## src/rtl/ffca_pkg.sv

```systemverilog
// shared types and constants of the first-fit chunk allocator
package ffca_pkg;

    localparam logic [1:0] ST_DONE  = 2'd0;
    localparam logic [1:0] ST_NOFIT = 2'd1;
    localparam logic [1:0] ST_BAD   = 2'd2;
    localparam logic [1:0] ST_FULL  = 2'd3;

    localparam logic CMD_ALLOC = 1'b0;
    localparam logic CMD_FREE  = 1'b1;

    localparam logic [1:0] REG_POOL_BASE  = 2'd0;
    localparam logic [1:0] REG_POOL_SIZE  = 2'd1;
    localparam logic [1:0] REG_CHECK_ZERO = 2'd2;

    localparam int unsigned BYTES_MAX = 32'h7FFF;

    typedef struct packed {
        logic        cmd;
        logic [14:0] req_size;
        logic [15:0] free_addr;
    } t_req;

    typedef struct packed {
        logic [15:0] grant_addr;
        logic [1:0]  status;
    } t_rsp;

endpackage

```

## src/rtl/ffca_if.sv

```systemverilog
// valid/ready channel carrying one payload
interface ffca_if #(parameter type T = logic) ();
    logic valid;
    logic ready;
    T     data;
    modport source (output valid, output data, input ready);
    modport sink (input valid, input data, output ready);
endinterface

```

## src/rtl/first_fit_chunk_allocator.sv

```systemverilog
// first-fit chunk allocator: top level with chunk table and sequencer
// Each request is handled by a small sequencer walking the chunk table one
// entry per cycle; the table itself is held in registers. An allocate walks
// from the first entry to the first free one that fits, or past the last
// entry when nothing fits; for a split it then moves the entries above up one
// place, checks and writes the split, and hands the result to the output
// register. A free walks to the matching entry and then runs a coalesce pass
// over every table entry. One request is in service at a time; the result
// moves to an output register, so the next request is taken while it waits,
// and a following result waits in the sequencer until that register is free.
// A write to pool_base or pool_size restarts the pool as one free chunk at
// once.
module first_fit_chunk_allocator
    import ffca_pkg::*;
#(
    parameter int MAX_CHUNKS   = 32,
    parameter int HEADER_BYTES = 4
) (
    input  logic        i_clk,
    input  logic        i_rst_n,
    input  logic        i_cfg_we,
    input  logic [1:0]  i_cfg_index,
    input  logic [15:0] i_cfg_data,
    ffca_if.sink        i_req,
    ffca_if.source      o_rsp
);

    localparam int IW = $clog2(MAX_CHUNKS);
    localparam int CW = $clog2(MAX_CHUNKS + 1);
    localparam logic [CW-1:0] CNT_MAX = CW'(MAX_CHUNKS);
    localparam logic [16:0] HDR = 17'(HEADER_BYTES);
    localparam logic [15:0] PSIZE_RST = 16'd4096;

    localparam logic [2:0] S_IDLE  = 3'd0;
    localparam logic [2:0] S_WALK  = 3'd1;
    localparam logic [2:0] S_SHIFT = 3'd2;
    localparam logic [2:0] S_SPLIT = 3'd3;
    localparam logic [2:0] S_MERGE = 3'd4;
    localparam logic [2:0] S_OUT   = 3'd5;

    // chunk table held in registers
    logic [15:0] r_off  [MAX_CHUNKS];
    logic [14:0] r_size [MAX_CHUNKS];
    logic        r_free [MAX_CHUNKS];
    logic [CW-1:0] r_cnt;

    logic [15:0] r_base;
    logic [15:0] r_psize;
    logic        r_chkz;
    logic [2:0]  r_state;
    logic [CW-1:0] r_i;
    logic [CW-1:0] r_k;
    t_req        r_req;
    t_rsp        r_res;
    t_rsp        r_rsp;
    logic        r_ovld;
    logic [CW-1:0] r_rd;

    logic [IW-1:0] idx;
    logic [15:0]   cur_addr;
    logic [16:0]   need;
    logic [15:0]   psz_src;
    logic [14:0]   init_size;
    logic [16:0]   psz_m;
    logic [16:0]   msum;
    logic          pool_reinit;
    logic          handoff;

    assign idx      = r_i[IW-1:0];
    assign need     = {2'b0, r_req.req_size} + HDR;
    assign cur_addr = r_base + r_off[idx] + HDR[15:0];
    // pool size seen by a restart: reset value or the value being written
    assign psz_src  = !i_rst_n ? PSIZE_RST :
        ((i_cfg_we && i_cfg_index == REG_POOL_SIZE) ? i_cfg_data : r_psize);
    assign psz_m    = ({1'b0, psz_src} > HDR) ? ({1'b0, psz_src} - HDR) : 17'd0;
    assign init_size = (psz_m > 17'(BYTES_MAX)) ? 15'h7FFF : psz_m[14:0];
    assign pool_reinit = !i_rst_n || (i_cfg_we &&
        (i_cfg_index == REG_POOL_BASE || i_cfg_index == REG_POOL_SIZE));
    assign handoff = (r_state == S_OUT) && (!r_ovld || o_rsp.ready);

    assign i_req.ready = (r_state == S_IDLE);
    assign o_rsp.valid = r_ovld;
    assign o_rsp.data  = r_rsp;

    // config registers
    always_ff @(posedge i_clk) begin
        if (!i_rst_n) begin
            r_base  <= 16'd0;
            r_psize <= PSIZE_RST;
            r_chkz  <= 1'b1;
        end else if (i_cfg_we) begin
            case (i_cfg_index)
                REG_POOL_BASE:  r_base  <= i_cfg_data;
                REG_POOL_SIZE:  r_psize <= i_cfg_data;
                REG_CHECK_ZERO: r_chkz  <= i_cfg_data[0];
                default: ;
            endcase
        end
    end

    // output register, loaded from the sequencer result
    always_ff @(posedge i_clk) begin
        if (!i_rst_n) begin
            r_ovld <= 1'b0;
            r_rsp  <= '0;
        end else if (handoff) begin
            r_ovld <= 1'b1;
            r_rsp  <= r_res;
        end else if (o_rsp.ready) begin
            r_ovld <= 1'b0;
        end
    end

    // merge accumulator: current kept entry plus next one plus header
    logic [IW-1:0] wi, ri;
    assign wi   = r_k[IW-1:0];
    assign ri   = r_rd[IW-1:0];
    assign msum = {2'b0, r_size[wi]} + {2'b0, r_size[ri]} + HDR;

    // sequencer and table updates
    always_ff @(posedge i_clk) begin
        if (pool_reinit) begin
            r_state <= S_IDLE;
            r_cnt   <= CW'(1);
            r_off[0] <= 16'd0;
            r_size[0] <= init_size;
            r_free[0] <= 1'b1;
            if (!i_rst_n) r_res <= '0;
        end else begin
            case (r_state)
                S_IDLE: begin
                    if (i_req.valid) begin
                        r_req <= i_req.data;
                        r_i   <= '0;
                        if (i_req.data.cmd == CMD_ALLOC && i_req.data.req_size == 15'd0
                                && r_chkz) begin
                            r_res   <= '{grant_addr: 16'd0, status: ST_BAD};
                            r_state <= S_OUT;
                        end else begin
                            r_state <= S_WALK;
                        end
                    end
                end
                // one table entry examined per cycle
                S_WALK: begin
                    if (r_i >= r_cnt) begin
                        r_res <= '{grant_addr: 16'd0,
                            status: (r_req.cmd == CMD_FREE) ? ST_BAD : ST_NOFIT};
                        r_state <= S_OUT;
                    end else if (r_req.cmd == CMD_FREE) begin
                        if (!r_free[idx] && cur_addr == r_req.free_addr) begin
                            r_free[idx] <= 1'b1;
                            r_res <= '{grant_addr: 16'd0, status: ST_DONE};
                            r_k   <= '0;
                            r_rd  <= CW'(1);
                            r_state <= S_MERGE;
                        end else begin
                            r_i <= r_i + CW'(1);
                        end
                    end else if (r_free[idx]) begin
                        if (r_size[idx] == r_req.req_size) begin
                            r_free[idx] <= 1'b0;
                            r_res <= '{grant_addr: cur_addr, status: ST_DONE};
                            r_state <= S_OUT;
                        end else if ({2'b0, r_size[idx]} > need) begin
                            if (r_cnt >= CNT_MAX) begin
                                r_res <= '{grant_addr: 16'd0, status: ST_FULL};
                                r_state <= S_OUT;
                            end else begin
                                r_k <= r_cnt;
                                r_state <= S_SHIFT;
                            end
                        end else begin
                            r_i <= r_i + CW'(1);
                        end
                    end else begin
                        r_i <= r_i + CW'(1);
                    end
                end
                // move entries up one place, top first
                S_SHIFT: begin
                    if (r_k > r_i + CW'(1)) begin
                        r_off[r_k[IW-1:0]]  <= r_off[r_k[IW-1:0] - IW'(1)];
                        r_size[r_k[IW-1:0]] <= r_size[r_k[IW-1:0] - IW'(1)];
                        r_free[r_k[IW-1:0]] <= r_free[r_k[IW-1:0] - IW'(1)];
                        r_k <= r_k - CW'(1);
                    end else begin
                        r_state <= S_SPLIT;
                    end
                end
                S_SPLIT: begin
                    r_off[idx + IW'(1)]  <= r_off[idx] + need[15:0];
                    r_size[idx + IW'(1)] <= 15'({2'b0, r_size[idx]} - need);
                    r_free[idx + IW'(1)] <= 1'b1;
                    r_size[idx] <= r_req.req_size;
                    r_free[idx] <= 1'b0;
                    r_cnt <= r_cnt + CW'(1);
                    r_res <= '{grant_addr: cur_addr, status: ST_DONE};
                    r_state <= S_OUT;
                end
                // single compaction pass: k is kept entry, rd is next entry
                S_MERGE: begin
                    if (r_rd >= r_cnt) begin
                        r_cnt <= r_k + CW'(1);
                        r_state <= S_OUT;
                    end else begin
                        if (r_free[wi] && r_free[ri]) begin
                            r_size[wi] <= (msum > 17'(BYTES_MAX)) ? 15'h7FFF : msum[14:0];
                        end else begin
                            r_off[wi + IW'(1)]  <= r_off[ri];
                            r_size[wi + IW'(1)] <= r_size[ri];
                            r_free[wi + IW'(1)] <= r_free[ri];
                            r_k <= r_k + CW'(1);
                        end
                        r_rd <= r_rd + CW'(1);
                    end
                end
                // wait for the output register to take the result
                S_OUT: begin
                    if (handoff) r_state <= S_IDLE;
                end
                default: r_state <= S_IDLE;
            endcase
        end
    end

endmodule

```

## src/flat_wrapper.sv

```systemverilog
// flat-port wrapper written by rule: the top's interface ports become plain ports
module first_fit_chunk_allocator_flat import ffca_pkg::*;
#(
    parameter int MAX_CHUNKS   = 32,
    parameter int HEADER_BYTES = 4
)
  (i_clk, i_rst_n, i_cfg_we, i_cfg_index, i_cfg_data, i_req_valid, i_req_data, i_req_ready, o_rsp_valid, o_rsp_data, o_rsp_ready);
  ffca_if #(.T(t_req)) i_req_i ();
  ffca_if #(.T(t_rsp)) o_rsp_i ();
  input  logic i_clk;
  input  logic i_rst_n;
  input  logic i_cfg_we;
  input  logic [1:0] i_cfg_index;
  input  logic [15:0] i_cfg_data;
  input wire logic [$bits(i_req_i.valid)-1:0] i_req_valid;
  input wire logic [$bits(i_req_i.data)-1:0] i_req_data;
  output wire logic [$bits(i_req_i.ready)-1:0] i_req_ready;
  output wire logic [$bits(o_rsp_i.valid)-1:0] o_rsp_valid;
  output wire logic [$bits(o_rsp_i.data)-1:0] o_rsp_data;
  input wire logic [$bits(o_rsp_i.ready)-1:0] o_rsp_ready;
  assign i_req_i.valid = i_req_valid;
  assign i_req_i.data = i_req_data;
  assign i_req_ready = i_req_i.ready;
  assign o_rsp_valid = o_rsp_i.valid;
  assign o_rsp_data = o_rsp_i.data;
  assign o_rsp_i.ready = o_rsp_ready;
  first_fit_chunk_allocator #(.MAX_CHUNKS(MAX_CHUNKS), .HEADER_BYTES(HEADER_BYTES)) u_core (.i_clk(i_clk), .i_rst_n(i_rst_n), .i_cfg_we(i_cfg_we), .i_cfg_index(i_cfg_index), .i_cfg_data(i_cfg_data), .i_req(i_req_i), .o_rsp(o_rsp_i));
endmodule
```

## config.mk

```make
export PLATFORM = sky130hd
export DESIGN_NAME = first_fit_chunk_allocator_flat
export DESIGN_NICKNAME = d
export VERILOG_FILES = /design/src/rtl/ffca_pkg.sv /design/src/rtl/ffca_if.sv /design/src/rtl/first_fit_chunk_allocator.sv /design/src/flat_wrapper.sv
export SDC_FILE = /design/constraint.sdc
export NUM_CORES = 2
export LEC_CHECK = 0
export BUFFER_PORTS_ARGS = -buffer_cell sky130_fd_sc_hd__clkbuf_2
export CAP_MARGIN = 20
export CORE_MARGIN = 5
export CORE_UTILIZATION = 30
export DETAILED_ROUTE_END_ITERATION = 10
export GPL_ROUTABILITY_DRIVEN = 0
export PLACE_DENSITY = 0.48
export SLEW_MARGIN = 20
export SYNTH_ARGS = -nofsm -noshare
export SYNTH_HDL_FRONTEND = slang
export SYNTH_SLANG_ARGS = --single-unit
```

## constraint.sdc

```tcl
create_clock -name i_clk -period 8.9 [get_ports i_clk]
set_input_delay 0.89 -clock i_clk [delete_from_list [all_inputs] [get_ports i_clk]]
set_output_delay 0.89 -clock i_clk [all_outputs]
set_load 0.005 [all_outputs]
```

==> impl_results.md <==
- Ys async rst share: 0%
- Maximum vdd ir drop: 0.123 mV
- Crit start category: register
- Syn Inst Count: 5583
- Max-cap violation count: 0
- Layout cells sized above 1: 33.5%
- Area grow syn2layout: 13.8%
- Sw frac: 29.1%
- Min Tclk post-route: 8.11 ns
- Final WL: 339000 um
- Synth Cell Area: 0.0768 sq mm
- Commonest non-fill, non-tap cell in the layout: mux4_2
- Drt wl/cell: 37.6 um
- Final-report hold violation count: 0
- Worst-margin pin slew: 1.27 ns
- Largest net degree at the start of global routing: 111
- Initial core utilization: 30.2%
- First-pass GRT wire length: 463000 um
- Fin crit share: 91.2%
- Synth cell types: 100
- Worst Hold Depth: 1
- DP Area: 0.0824 sq mm
- Post-Syn Nets: 5748
- Setup Skew: 0.0512 ns
- Worst Path Arrival: 8.81 ns
- Setup CP Type: register to register
- # rows: 185
- Pins Over Slew Limit: 0
- GRT Total Usage: 24.9%
- Post-synth EDFFs: 1060
- CTS tree: built
- Worst reg2reg path depth: 20
- Comb power frac: 19.7%
- Antenna Nets Post-Route: 0
- Hold_buf cts: 0
- Clock Sinks: 1168
- CTS resizes: 0
- Total congestion overflow: 0
- Flop pwr share: 40.3%
- CP required: 9.60 ns
- Ys Warns: 0
- Post-synthesis mux area share: 34.0%
- Hold WC Path Type: input port to register
- Residual DRC count: 0
- Clk network pwr share: 40.0%
- Post-DP HPWL: 219000 um
- Cts bufs inserted: 144
- Cell area after layout: 0.0874 sq mm
- Avg Vias per Cell: 6.41
- Outcome: finished, final reports clean
- Setup_tns: 0 ns
- Vias in the first global route: 55.0k
- Layout net count: 5670
- Main combinational cell family by area after synthesis: multiplexers
- Pwr Density: 176 mW/mm^2
- H-tree depth: 4
- Initial antenna violation count: 20
- IO Pins: 75
- Clock Path Buffers: 3
- Synth Area in Simple Gates: 7.82%
- Setup violations, final: 0
- Clock insertion delay at the later pin of the skew report: 0.84 ns
- Synth Area in Adders: 1.83%
- Top_reg_cell synth: edfxtp_1
- Sw Pwr: 4470 uW
- FF+latch count, synth: 1168
- Via count: 57.7k
- Synth Area in XOR/XNOR: 1.30%
- RSZ-0062 raised after global routing: no
- Die area: 0.266 sq mm
- LEAKAGE: 0.0284 uW
- Chip Width: 516 um
- Sequential element share of the synthesized area: 44.2%
- CP Max Fanout: 24
- Number of port buffers: 74
- Average size of a mapped cell: 13.8 sq um
- Most frequent cells in the layout: mux4_2 (1069), edfxtp_1 (1060), nand2_1 (710), o21ai_0 (377), nor2_1 (242)
- DRT Pass-1 Iters: 8
- Synth Area in Compound Gates: 7.63%
- Max_slew headroom: 15.3%
- Setup crit end kind: register
- DRT iter0 DRCs: 8560
- Root Driver: clkbuf_16
- Clk slew on worst S/H paths: 0.06 ns
- Die height: 516 um
- Internal Dissipation: 10900 uW
- Max frequency: 0.123 GHz
- Core area: 0.254 sq mm
- Setup Buffers After CTS: 0
[sequential cells by signal (all words and copies together) (netlist names), named ones only]
name                count
u_core.r_base          16
u_core.o_rsp.valid      1
u_core.r_off          512
u_core.r_k              6
u_core.r_rd             6
u_core.r_i              6
u_core.r_chkz           1
u_core.r_psize         16
u_core.r_size         480
u_core.r_free          32
u_core.o_rsp.data      18
u_core.r_req           32
u_core.r_state          3
u_core.r_res           18
u_core.r_cnt            6
[per-layer routing]
metal	up-vias	GRT usage (%)	routed length, um
met5	-	0	27
met3	905	7.73	39600
li1	22433	-	-
met4	6	15.5	24800
met2	4407	37.8	151000
met1	29977	31.2	123000
[cells in the mapped netlist, drive strengths merged, types with 14 or more instances]
| master | instances | area (sq um) |
|---|---|---|
| mux4 | 1069 | 24100 |
| edfxtp | 1060 | 31800 |
| nand2 | 712 | 2680 |
| o21ai | 426 | 2140 |
| clkbuf | 386 | 1450 |
| nor2 | 310 | 1160 |
| a21oi | 165 | 833 |
| buf | 145 | 733 |
| dfxtp | 108 | 2160 |
| ha | 106 | 1330 |
| mux2 | 99 | 1110 |
| mux2i | 90 | 901 |
| nand3 | 83 | 415 |
| inv | 75 | 282 |
| xnor2 | 62 | 543 |
| a21boi | 56 | 420 |
| a31oi | 47 | 309 |
| xor2 | 47 | 412 |
| nor3 | 42 | 226 |
| o31ai | 40 | 300 |
| and3 | 30 | 188 |
| a22oi | 27 | 203 |
| or3 | 27 | 174 |
| nand2b | 26 | 163 |
| o211ai | 25 | 193 |
| nor2b | 23 | 151 |
| o22ai | 23 | 144 |
| and2 | 20 | 125 |
| or2 | 18 | 113 |
| a21o | 17 | 128 |
| nor4 | 16 | 113 |
| a211oi | 15 | 123 |
| nand3b | 14 | 105 |
| o21a | 14 | 106 |
[cell families (layout without fill, tap and decap cells)]
| kind of cell | after synthesis | after routing |
|---|---|---|
| compound gates | 959 | 959 |
| xor+xnor | 111 | 111 |
| fa+ha+maj | 110 | 110 |
| buf+inv | 607 | 647 |
| flops | 1168 | 1168 |
| mux | 1258 | 1258 |
| other cells | 0 | 16 |
| simple gates | 1370 | 1370 |
[final cells by class]
cell class / instances / area, sq um
Fill cell: 24388 / 167000
Sequential cell: 1168 / 34000
Multi-Input combinational cell: 3808 / 41400
Inverter: 76 / 285
Timing Repair Buffer: 307 / 2610
Tap cell: 3366 / 4210
Antenna cell: 16 / 40.0
Clock buffer: 188 / 4010
Clock inverter: 76 / 827
[power groups by stage]
stage	logic [uW]	clock network, uW	registers [uW]
after global routing	3170	6430	6190
after global placement	2940	0	6300
final	3020	6140	6190
after CTS	2970	6210	6190
after floorplan	2050	0	6210
after detailed placement	2950	0	6300
[critical path: stages, from the launching register on]
cell and delay, ns:
dfxtp_4 0.60, buf_4 0.50, mux4_2 0.57, mux4_2 0.47
mux2i_1 0.65, ha_1 0.28, inv_1 0.05, ha_1 0.35
nor2b_4 0.16, o2111ai_1 0.30, a21oi_1 0.15, o31ai_1 0.37
a21oi_1 0.13, xnor2_1 0.77, xnor2_1 0.36, o32ai_4 0.58
nand2_4 0.15, a31oi_4 0.29, or3b_1 0.56, or4_1 0.55
o31a_1 0.11
[path summary, 6_finish.rpt]
| path | slack (ns) | endpoint | start |
|---|---|---|---|
| hold reg to reg | 0.46 | u_core.o_rsp.data[4] | u_core.o_rsp.data[4] |
| hold / removal | 0.24 | u_core.r_req[6] | i_req_data[6] |
| setup reg to reg | 0.79 | u_core.r_free[9] | register |
| setup / recovery | 0.79 | u_core.r_free[9] | register |
[metrics by stage]
stage          setup WS (ns)  cells  power (uW)  utilization, %  hold WS (ns)
2_1_floorplan          0.701   5583        8260               -         0.443
3_3_place_gp           0.737   8718        9240            32.4         0.452
3_5_place_dp           0.847   8720        9260            32.4         0.457
4_1_cts                0.834   8984       15400            34.3         0.200
5_1_grt                0.280   8993       15800            34.4         0.210
6_report               0.785   9005       15400            34.4         0.242
No activity file was read; power rests on OpenSTA's default activity.
